--- config.mk ---
export PLATFORM = sky130hd
export DESIGN_NAME = topk_range_candidate_selector
export DESIGN_NICKNAME = d
export VERILOG_FILES = /design/src/hdl/tkrs_pkg.sv /design/src/hdl/topk_range_candidate_selector.sv /design/src/hdl/tkrs_ctrl.sv /design/src/hdl/tkrs_dpath.sv
export SDC_FILE = /design/constraint.sdc
export NUM_CORES = 2
export LEC_CHECK = 0
export BUFFER_PORTS_ARGS = -buffer_cell sky130_fd_sc_hd__buf_2
export CELL_PAD_IN_SITES_DETAIL_PLACEMENT = 1
export CELL_PAD_IN_SITES_GLOBAL_PLACEMENT = 1
export CORE_MARGIN = 2
export CORE_UTILIZATION = 45
export DETAILED_ROUTE_END_ITERATION = 8
export GPL_TIMING_DRIVEN = 1
export PLACE_DENSITY_LB_ADDON = 0.3
export SLEW_MARGIN = 0
export SYNTH_ARGS = -nofsm -noshare
export SYNTH_HDL_FRONTEND = slang
export SYNTH_MEMORY_MAX_BITS = 65536
export SYNTH_SLANG_ARGS = --single-unit
--- constraint.sdc ---
create_clock -name clock -period 20.1 [get_ports clock]
set_clock_uncertainty 0.15 [all_clocks]
set_input_delay 2.01 -clock clock [delete_from_list [all_inputs] [get_ports clock]]
set_output_delay 2.01 -clock clock [all_outputs]
set_load 0.02 [all_outputs]
--- src/hdl/tkrs_pkg.sv ---
// Shared types and constants for the top-k / range candidate selector.
package tkrs_pkg;

   // Operation codes of a request beat
   localparam logic [1:0] OP_CAND  = 2'd0;
   localparam logic [1:0] OP_BEGIN = 2'd1;
   localparam logic [1:0] OP_CLEAR = 2'd2;
   localparam logic [1:0] OP_DRAIN = 2'd3;

   // Register indexes on the csr port
   localparam logic [2:0] CSR_MODE   = 3'd0;
   localparam logic [2:0] CSR_FILTER = 3'd1;
   localparam logic [2:0] CSR_K      = 3'd2;
   localparam logic [2:0] CSR_RADIUS = 3'd3;
   localparam logic [2:0] CSR_LIMIT  = 3'd4;

   // Most results returned by one drain
   localparam int DRAIN_MAX = 64;
   localparam int REM_W     = 7;
   localparam int FRAC_BITS = 16;

   // Controller to datapath
   typedef struct packed {
      logic accept;
      logic scan_rd;
      logic scan_shift;
      logic write_new;
      logic post;
      logic thr_upd;
      logic dr_empty;
      logic dr_rd;
      logic dr_out;
   } cmd_type;

   // Datapath to controller
   typedef struct packed {
      logic admit;
      logic pos_zero;
      logic key_ge;
      logic cnt_zero;
      logic slot_free;
      logic rem_zero;
   } status_type;

endpackage

--- src/hdl/topk_range_candidate_selector.sv ---
// Channels: req_ carries one beat per operation (candidate, begin window,
// clear store, drain); rsp_ returns drained entries; csr_ writes the five
// configuration registers and is always ready.
// Begin window and clear store complete on acceptance. A rejected
// candidate returns to idle after its admission check; an admitted one is
// inserted by walking the sorted store down from the top through its
// registered read port, moving each entry with a larger or equal key up
// one place and then writing the new entry below them.
// An empty store drains as one beat with rsp_out_valid low.
// rsp_ is a registered output: a pending response beat does not block new
// requests, but the next response waits until the current one is taken.
// Reset (synchronous) empties the store, sets the threshold to the largest
// distance, clears the window base and overflow flag and loads register
// defaults. The store itself needs no clearing pass.
module topk_range_candidate_selector #(
   parameter int STORE_DEPTH = 64,
   parameter int DIST_WIDTH  = 32
) (
   input  logic               clock,
   input  logic               reset,
   input  logic               req_valid,
   output logic               req_ready,
   input  logic [1:0]         req_operation,
   input  logic [31:0]        req_cand_index,
   input  logic signed [31:0] req_cand_dist,
   input  logic               req_allowed,
   input  logic [31:0]        req_id_offset,
   output logic               rsp_valid,
   input  logic               rsp_ready,
   output logic               rsp_out_valid,
   output logic [31:0]        rsp_out_id,
   output logic signed [31:0] rsp_out_dist,
   output logic               rsp_last,
   output logic               rsp_overflow,
   input  logic               csr_valid,
   output logic               csr_ready,
   input  logic [2:0]         csr_index,
   input  logic [31:0]        csr_wdata
);
   import tkrs_pkg::*;

   cmd_type    cmd;
   status_type status;

   assign csr_ready = 1'b1;

   tkrs_ctrl u_ctrl (
      .clock         (clock),
      .reset         (reset),
      .req_valid     (req_valid),
      .req_operation (req_operation),
      .req_ready     (req_ready),
      .status        (status),
      .cmd           (cmd)
   );

   tkrs_dpath #(
      .STORE_DEPTH (STORE_DEPTH),
      .DIST_WIDTH  (DIST_WIDTH)
   ) u_dpath (
      .clock          (clock),
      .reset          (reset),
      .cmd            (cmd),
      .status         (status),
      .req_operation  (req_operation),
      .req_cand_index (req_cand_index),
      .req_cand_dist  (req_cand_dist),
      .req_allowed    (req_allowed),
      .req_id_offset  (req_id_offset),
      .csr_valid      (csr_valid),
      .csr_index      (csr_index),
      .csr_wdata      (csr_wdata),
      .rsp_valid      (rsp_valid),
      .rsp_ready      (rsp_ready),
      .rsp_out_valid  (rsp_out_valid),
      .rsp_out_id     (rsp_out_id),
      .rsp_out_dist   (rsp_out_dist),
      .rsp_last       (rsp_last),
      .rsp_overflow   (rsp_overflow)
   );
endmodule

--- src/hdl/tkrs_ctrl.sv ---
// Sequencer for candidate insertion and drain readout.
module tkrs_ctrl (
   input  logic                 clock,
   input  logic                 reset,
   input  logic                 req_valid,
   input  logic [1:0]           req_operation,
   output logic                 req_ready,
   input  tkrs_pkg::status_type status,
   output tkrs_pkg::cmd_type    cmd
);
   import tkrs_pkg::*;

   localparam logic [3:0] ST_IDLE     = 4'd0;
   localparam logic [3:0] ST_CAND     = 4'd1;
   localparam logic [3:0] ST_SCAN_RD  = 4'd2;
   localparam logic [3:0] ST_SCAN_CMP = 4'd3;
   localparam logic [3:0] ST_POST     = 4'd4;
   localparam logic [3:0] ST_THR      = 4'd5;
   localparam logic [3:0] ST_DR_CHK   = 4'd6;
   localparam logic [3:0] ST_DR_RD    = 4'd7;
   localparam logic [3:0] ST_DR_OUT   = 4'd8;

   logic [3:0] state_ff, state_in;

   assign req_ready = (state_ff == ST_IDLE);

   // Next state and commands
   always_comb begin
      state_in = state_ff;
      cmd      = '0;
      case (state_ff)
         ST_IDLE: begin
            if (req_valid) begin
               cmd.accept = 1'b1;
               if (req_operation == OP_CAND) state_in = ST_CAND;
               else if (req_operation == OP_DRAIN) state_in = ST_DR_CHK;
            end
         end
         ST_CAND: state_in = status.admit ? ST_SCAN_RD : ST_IDLE;
         ST_SCAN_RD: begin
            if (status.pos_zero) begin
               cmd.write_new = 1'b1;
               state_in      = ST_POST;
            end else begin
               cmd.scan_rd = 1'b1;
               state_in    = ST_SCAN_CMP;
            end
         end
         ST_SCAN_CMP: begin
            if (status.key_ge) begin
               cmd.scan_shift = 1'b1;
               state_in       = ST_SCAN_RD;
            end else begin
               cmd.write_new = 1'b1;
               state_in      = ST_POST;
            end
         end
         ST_POST: begin
            cmd.post = 1'b1;
            state_in = ST_THR;
         end
         ST_THR: begin
            cmd.thr_upd = 1'b1;
            state_in    = ST_IDLE;
         end
         ST_DR_CHK: begin
            if (!status.cnt_zero) state_in = ST_DR_RD;
            else if (status.slot_free) begin
               cmd.dr_empty = 1'b1;
               state_in     = ST_IDLE;
            end
         end
         ST_DR_RD: begin
            cmd.dr_rd = 1'b1;
            state_in  = ST_DR_OUT;
         end
         ST_DR_OUT: begin
            if (status.slot_free) begin
               cmd.dr_out = 1'b1;
               state_in   = status.rem_zero ? ST_IDLE : ST_DR_RD;
            end
         end
         default: state_in = ST_IDLE;
      endcase
   end

   always_ff @(posedge clock) begin
      if (reset) state_ff <= ST_IDLE;
      else state_ff <= state_in;
   end
endmodule

--- src/hdl/tkrs_dpath.sv ---
// Datapath: entry store, counters, threshold, config and response register.
module tkrs_dpath #(
   parameter int STORE_DEPTH = 64,
   parameter int DIST_WIDTH  = 32
) (
   input  logic                 clock,
   input  logic                 reset,
   input  tkrs_pkg::cmd_type    cmd,
   output tkrs_pkg::status_type status,
   input  logic [1:0]           req_operation,
   input  logic [31:0]          req_cand_index,
   input  logic signed [31:0]   req_cand_dist,
   input  logic                 req_allowed,
   input  logic [31:0]          req_id_offset,
   input  logic                 csr_valid,
   input  logic [2:0]           csr_index,
   input  logic [31:0]          csr_wdata,
   output logic                 rsp_valid,
   input  logic                 rsp_ready,
   output logic                 rsp_out_valid,
   output logic [31:0]          rsp_out_id,
   output logic signed [31:0]   rsp_out_dist,
   output logic                 rsp_last,
   output logic                 rsp_overflow
);
   import tkrs_pkg::*;

   localparam int MEM_N = STORE_DEPTH + 1;
   localparam int AW    = $clog2(MEM_N);
   localparam int CW    = $clog2(STORE_DEPTH + 2);
   localparam int KW    = (CW > 8) ? CW : 8;
   localparam int EW    = DIST_WIDTH + 32;
   localparam logic signed [32:0] DMAX33 = (33'sd1 <<< (DIST_WIDTH - 1)) - 33'sd1;
   localparam logic signed [32:0] DMIN33 = -(33'sd1 <<< (DIST_WIDTH - 1));
   localparam logic signed [DIST_WIDTH-1:0] DMAX = DMAX33[DIST_WIDTH-1:0];

   // Config registers
   logic               mode_ff, filt_ff;
   logic [6:0]         k_ff;
   logic signed [31:0] rad_ff;
   logic [7:0]         lim_ff;

   // Block state
   logic [CW-1:0]                 cnt_ff, cnt_in;
   logic signed [DIST_WIDTH-1:0]  thr_ff, thr_in;
   logic [31:0]                   base_ff;
   logic                          ovf_ff, ovf_in;

   // Working registers
   logic signed [DIST_WIDTH-1:0]  nd_ff;
   logic [31:0]                   nid_ff;
   logic                          ok_ff;
   logic [CW-1:0]                 pos_ff;
   logic [REM_W-1:0]              rem_ff;
   logic                          all_ff;

   // Store, ascending: the largest key sits at cnt-1
   logic [EW-1:0] mem [MEM_N];
   logic [EW-1:0] rd_ff;
   logic          rd_en;
   logic [AW-1:0] rd_addr;
   logic          wr_en;
   logic [AW-1:0] wr_addr;
   logic [EW-1:0] wr_data;

   logic signed [DIST_WIDTH-1:0] rd_d;
   logic [31:0]                  rd_id;
   assign rd_d  = rd_ff[EW-1:32];
   assign rd_id = rd_ff[31:0];

   // Response register
   logic               rv_ff, rov_ff, rlast_ff, rovf_ff;
   logic [31:0]        rid_ff;
   logic signed [31:0] rdist_ff;
   logic               slot_free;
   assign slot_free     = !rv_ff || rsp_ready;
   assign rsp_valid     = rv_ff;
   assign rsp_out_valid = rov_ff;
   assign rsp_out_id    = rid_ff;
   assign rsp_out_dist  = rdist_ff;
   assign rsp_last      = rlast_ff;
   assign rsp_overflow  = rovf_ff;

   // Range threshold: radius minus 1.0 (1 << FRAC_BITS), saturated to the distance range
   logic signed [32:0] r33;
   logic signed [DIST_WIDTH-1:0] rad_thr, thr_rst;
   always_comb begin
      r33 = 33'($signed(rad_ff)) - (33'sd1 <<< FRAC_BITS);
      if (r33 > DMAX33) rad_thr = DMAX;
      else if (r33 < DMIN33) rad_thr = DMIN33[DIST_WIDTH-1:0];
      else rad_thr = r33[DIST_WIDTH-1:0];
      thr_rst = mode_ff ? rad_thr : DMAX;
   end

   // Admission decision and count arithmetic
   logic [KW-1:0] cnt_x, keff_x, lim_x, c1, c2, c3;
   logic          lim_pos, lim_zero, k_below, e1, e2, admit;
   always_comb begin
      cnt_x    = KW'(cnt_ff);
      keff_x   = (KW'(k_ff) > KW'(STORE_DEPTH)) ? KW'(STORE_DEPTH) : KW'(k_ff);
      lim_x    = KW'(lim_ff[6:0]);
      lim_zero = (lim_ff == 8'd0);
      lim_pos  = !lim_ff[7] && !lim_zero;
      k_below  = cnt_x < keff_x;
      if (!mode_ff) begin
         if (k_below) admit = (nd_ff < 0) && ok_ff;
         else admit = (cnt_ff != '0) && (nd_ff <= thr_ff) && ok_ff;
      end else begin
         admit = !lim_zero && (nd_ff <= thr_ff) && ok_ff;
      end
      c1 = cnt_x + KW'(1);
      e1 = 1'b0;
      e2 = 1'b0;
      if (!mode_ff) begin
         e1 = !k_below;
      end else begin
         e1 = lim_pos && (c1 > lim_x);
      end
      c2 = c1 - KW'(e1);
      if (mode_ff) e2 = c2 > KW'(STORE_DEPTH);
      c3 = c2 - KW'(e2);
   end

   logic key_ge;
   assign key_ge = (rd_d > nd_ff) || ((rd_d == nd_ff) && (rd_id >= nid_ff));

   assign status.admit     = admit;
   assign status.pos_zero  = (pos_ff == '0);
   assign status.key_ge    = key_ge;
   assign status.cnt_zero  = (cnt_ff == '0);
   assign status.slot_free = slot_free;
   assign status.rem_zero  = (rem_ff == '0);

   // Memory port selection
   always_comb begin
      rd_en   = cmd.scan_rd || cmd.post || cmd.dr_rd;
      if (cmd.post) rd_addr = AW'(c3 - KW'(1));
      else rd_addr = AW'(pos_ff - CW'(1));
      wr_en   = cmd.scan_shift || cmd.write_new;
      wr_addr = AW'(pos_ff);
      wr_data = cmd.scan_shift ? rd_ff : {nd_ff, nid_ff};
   end

   always_ff @(posedge clock) begin
      if (wr_en) mem[wr_addr] <= wr_data;
      if (rd_en) rd_ff <= mem[rd_addr];
   end

   // Count, threshold and overflow next values
   always_comb begin
      cnt_in = cnt_ff;
      thr_in = thr_ff;
      ovf_in = ovf_ff;
      if (cmd.accept && req_operation == OP_BEGIN) thr_in = thr_rst;
      if (cmd.accept && req_operation == OP_CLEAR) begin
         cnt_in = '0;
         ovf_in = 1'b0;
         thr_in = thr_rst;
      end
      if (cmd.post) begin
         cnt_in = CW'(c3);
         if (e2) ovf_in = 1'b1;
      end
      if (cmd.thr_upd) begin
         if (!mode_ff) thr_in = rd_d;
         else if (lim_pos && (cnt_x == lim_x)) thr_in = rd_d;
         else thr_in = rad_thr;
      end
      if (cmd.dr_empty) thr_in = thr_rst;
      if (cmd.dr_out && rem_ff == '0) begin
         cnt_in = pos_ff;
         thr_in = thr_rst;
      end
   end

   // State registers
   always_ff @(posedge clock) begin
      if (reset) begin
         mode_ff <= 1'b0;
         filt_ff <= 1'b0;
         k_ff    <= 7'd10;
         rad_ff  <= '0;
         lim_ff  <= 8'hFF;
         cnt_ff  <= '0;
         thr_ff  <= DMAX;
         base_ff <= '0;
         ovf_ff  <= 1'b0;
         rv_ff   <= 1'b0;
      end else begin
         if (csr_valid) begin
            case (csr_index)
               CSR_MODE:   mode_ff <= csr_wdata[0];
               CSR_FILTER: filt_ff <= csr_wdata[0];
               CSR_K:      k_ff    <= csr_wdata[6:0];
               CSR_RADIUS: rad_ff  <= csr_wdata;
               CSR_LIMIT:  lim_ff  <= csr_wdata[7:0];
               default: ;
            endcase
         end
         cnt_ff <= cnt_in;
         thr_ff <= thr_in;
         ovf_ff <= ovf_in;
         if (cmd.accept && req_operation == OP_BEGIN) base_ff <= req_id_offset;
         if (cmd.dr_empty || cmd.dr_out) rv_ff <= 1'b1;
         else if (rsp_ready) rv_ff <= 1'b0;
      end
   end

   // Working registers and response payload
   always_ff @(posedge clock) begin
      if (cmd.accept) begin
         nd_ff  <= req_cand_dist[DIST_WIDTH-1:0];
         nid_ff <= req_cand_index + base_ff;
         ok_ff  <= !filt_ff || req_allowed;
         pos_ff <= cnt_ff;
         rem_ff <= (cnt_x > KW'(DRAIN_MAX)) ? REM_W'(DRAIN_MAX) : REM_W'(cnt_ff);
         all_ff <= cnt_x <= KW'(DRAIN_MAX);
      end
      if (cmd.scan_shift) pos_ff <= pos_ff - CW'(1);
      if (cmd.dr_rd) begin
         pos_ff <= pos_ff - CW'(1);
         rem_ff <= rem_ff - REM_W'(1);
      end
      if (cmd.dr_empty) begin
         rov_ff   <= 1'b0;
         rid_ff   <= '0;
         rdist_ff <= '0;
         rlast_ff <= 1'b1;
         rovf_ff  <= ovf_ff;
      end
      if (cmd.dr_out) begin
         rov_ff   <= 1'b1;
         rid_ff   <= rd_id;
         rdist_ff <= 32'(rd_d);
         rlast_ff <= (rem_ff == '0) && all_ff;
         rovf_ff  <= ovf_ff;
      end
   end
endmodule

==> impl_metrics.toml <==
[timing]
finalCritPeriodShare_pct = 53.3
finalHoldViolations = 0
whs_ps = 297
relSlewSlack_pct = 7.38
min_period_ps = 10720
setup_violations = 0
drv_slew = 0
worst_pin_slew_ps = 1390
rsz0062_at_grt = "no"
fin_setup_tns_ps = 0
max_clock_freq_ghz = 0.0933

[layout]
fill_cells = 38300
area_growth_pct = 11.9
fin_util_pct = 50.5
nNetsFinal = 11300
stdcell_count = 16900
final_common_cell = "edfxtp_1"
final_layout_size_suffix_gt1_share_pct = 11.4
mostFrequentLayoutCells = "4370 x edfxtp_1, 4040 x mux2i_1, 457 x clkbuf_16"

[cts]
cts_num_sinks = 4497
tritoncts = "built"
post_cts_buffers = 0
post_cts_resized = 0
cts_buffers = 449
cts_root_buffer = "clkbuf_16"
postCtsHoldBufs = 0
clk_latency_ps = 1030
cts_buffer_depth = 4
ctsHtreeMaxLevel = 5
path_clk_slew_ps = 70

[setup_path]
rr_worst_depth = 30
path_max_fanout = 136
crit_type = "reg -> reg"
worstSetupEndpointType = "register"
cpMostUsedCell = "mux2i_1"
arrival_ps = 11280
cpPeakStageDelay_ps = 980
worstSetupStartpointType = "register"
required_ps = 20660
cpMaxStageDelayCell = "buf_4"

[routing]
drc = 0
viasPerCell = 6.02
top_layer = "met5"
wl_per_cell_um = 33.5
met1_length_mm = 237
num_vias = 101000
drt-total-wl_mm = 564
wl_met3_mm = 46.7
drt-initial-drc-count = 11800
wl_met2_mm = 267
drtPass1Iterations = 6
ant_nets = 0

[power]
ir_worst_vdd_v = 0.000187
power_density_nw_per_um2 = 149
leakage_nw = 77.9

[logic_synthesis]
yosysSeqAreaShare_pct = 71.3
synthMuxAreaShare_pct = 22.4
avgSynthCellArea_um2 = 17.6
synth_top_family_by_area = "multiplexers"
syn_nets = 10900
synth_xor_xnor_area_share_pct = 0.393
synth_compound_area_share_pct = 1.44
ys_ff_latch = 4497
async_reset_ff_share_pct = 0
synth_ff_type = "edfxtp_1"
yosys.area_share.adder_pct = 1.02
yosysWarnings = 0
synth_area_um2 = 187000
synth-edff-count = 4370
synthDistinctLibCells = 83
syn-instance-count = 10600
synthSimpleGateAreaFrac_pct = 1.67

[placement]
dp_hpwl_mm = 297
portBuffers = 207
dp.cells = 16000
gp_congestion = 0.850

[floorplanning]
die_w_um = 649
io_pins = 209
die_area_um2 = 422000
core_area_um2 = 416000
die_h_um = 649
rows = 237
start_util_pct = 45.1

[hold_path]
min_path_type = "reg -> reg"
min_path_cells = 0

[global_routing]
grt_max_degree = 141
grt.total_usage_pct = 26.0
grt_pass1_wl_mm = 786
grt_pass1_vias = 104000
antenna_found_initial = 46
grt_remaining_overflow = 0

[run_status]
status = "finished, final reports clean"

[job]
drv_cap = 0
where the power goes:
| part | total [mW] | internal (mW) | switching, mW | leakage [nW] |
|---|---|---|---|---|
| Sequential | 11.5 | 11.1 | 0.320 | 40.4 |
| Combinational | 11.6 | 4.69 | 6.89 | 30.4 |
| Clock | 8.28 | 4.68 | 3.60 | 7.00 |
cell type report:
class | count | area, um^2 | share of cell area, %
flip-flops and latches | 4497 | 134000 | 63.8
diodes | 12 | 30.0 | 0.0143
repair buffers | 438 | 3240 | 1.54
well taps | 5497 | 6880 | 3.28
inverters | 143 | 539 | 0.257
clock buffers | 555 | 11900 | 5.65
clock inverters | 267 | 2430 | 1.16
multi-input cells | 5454 | 51000 | 24.3
per-stage QoR:
step | total power [mW] | setup slack (ps) | instance area, um^2
finish | 31.3 | 9380 | 210000
global placement | 22.7 | 9830 | 195000
global route | 32.4 | 9050 | 210000
CTS | 31.3 | 9610 | 210000
detailed placement | 23.1 | 9630 | 195000
floorplan | 19.9 | 10500 | 187000
worst max-delay path: cells and delay by family (launching register included):
kind,cells,cell delay [ps]
fa+ha+maj,5,1630
compound gates,8,1280
simple gates,2,430
mux,8,1590
buf+inv,5,2980
xor+xnor,2,850
flops,1,560
flip-flops by register name (all words and copies together) (netlist names), 4 cells and up:
name,count
u_dpath.mem,4160
u_dpath.thr_ff,32
u_dpath.rsp_out_dist,32
u_dpath.rd_ff,64
u_dpath.rad_ff,32
u_dpath.nid_ff,32
u_dpath.pos_ff,7
u_dpath.rem_ff,7
u_dpath.base_ff,32
u_ctrl.state_ff,4
u_dpath.nd_ff,32
u_dpath.lim_ff,8
u_dpath.rsp_out_id,32
u_dpath.k_ff,7
u_dpath.cnt_ff,7
per-layer routing:
layer  global-route usage, %  vias up
li1                        -    42200
met1                    36.2    54100
met2                    42.5     4304
met3                    4.49      797
met4                    6.27       10
met5                       0        -
final timing paths:
| path | endpoint | start | slack (ps) |
|---|---|---|---|
| hold reg to reg | u_dpath.rsp_overflow | u_dpath.ovf_ff | 300 |
| setup / recovery | u_dpath.rd_ff[30] | u_dpath.cnt_ff[0] | 9380 |
| hold / removal | u_dpath.rsp_overflow | u_dpath.ovf_ff | 300 |
| setup reg to reg | u_dpath.rd_ff[30] | u_dpath.cnt_ff[0] | 9380 |
cells by family (layout without fill, tap and decap cells):
group	after synthesis	in the layout
adders and majority gates	152	152
other	1	13
AOI/OAI and AO/OA	419	419
buffers and inverters	689	1403
muxes	4171	4171
xor gates and xnor gates	76	76
DFF	4497	4497
and+or+nand+nor	635	635
Yosys cell counts (8+ instances only):
cell type / count / area [um^2]
mux2_2: 117 / 1320
nand2_1: 203 / 762
o21a_1: 13 / 97.6
nor2b_1: 17 / 106
xnor2_1: 38 / 333
buf_6: 33 / 372
o21bai_1: 17 / 128
a21oi_1: 153 / 766
xor2_1: 32 / 280
buf_2: 276 / 1380
mux2_1: 8 / 90.1
nand3b_1: 19 / 143
and2_1: 61 / 382
ha_1: 151 / 1890
nand4_1: 33 / 206
nand2b_1: 15 / 93.8
and3_1: 13 / 81.3
inv_1: 141 / 529
a31oi_1: 11 / 68.8
o211ai_1: 22 / 165
a221oi_1: 17 / 149
dfxtp_1: 127 / 2540
nand3_1: 41 / 205
nor4_1: 16 / 100
buf_1: 25 / 93.8
o21ai_0: 50 / 250
nor2_1: 148 / 556
a21o_1: 70 / 526
edfxtp_1: 4370 / 131000
or4_1: 8 / 60.1
nor3_1: 21 / 105
or3_1: 8 / 50.1
a211oi_1: 11 / 82.6
buf_4: 41 / 308
clkbuf_1: 171 / 642
mux2i_1: 4046 / 40500
Note: power is estimated with default switching activity, not from simulation.
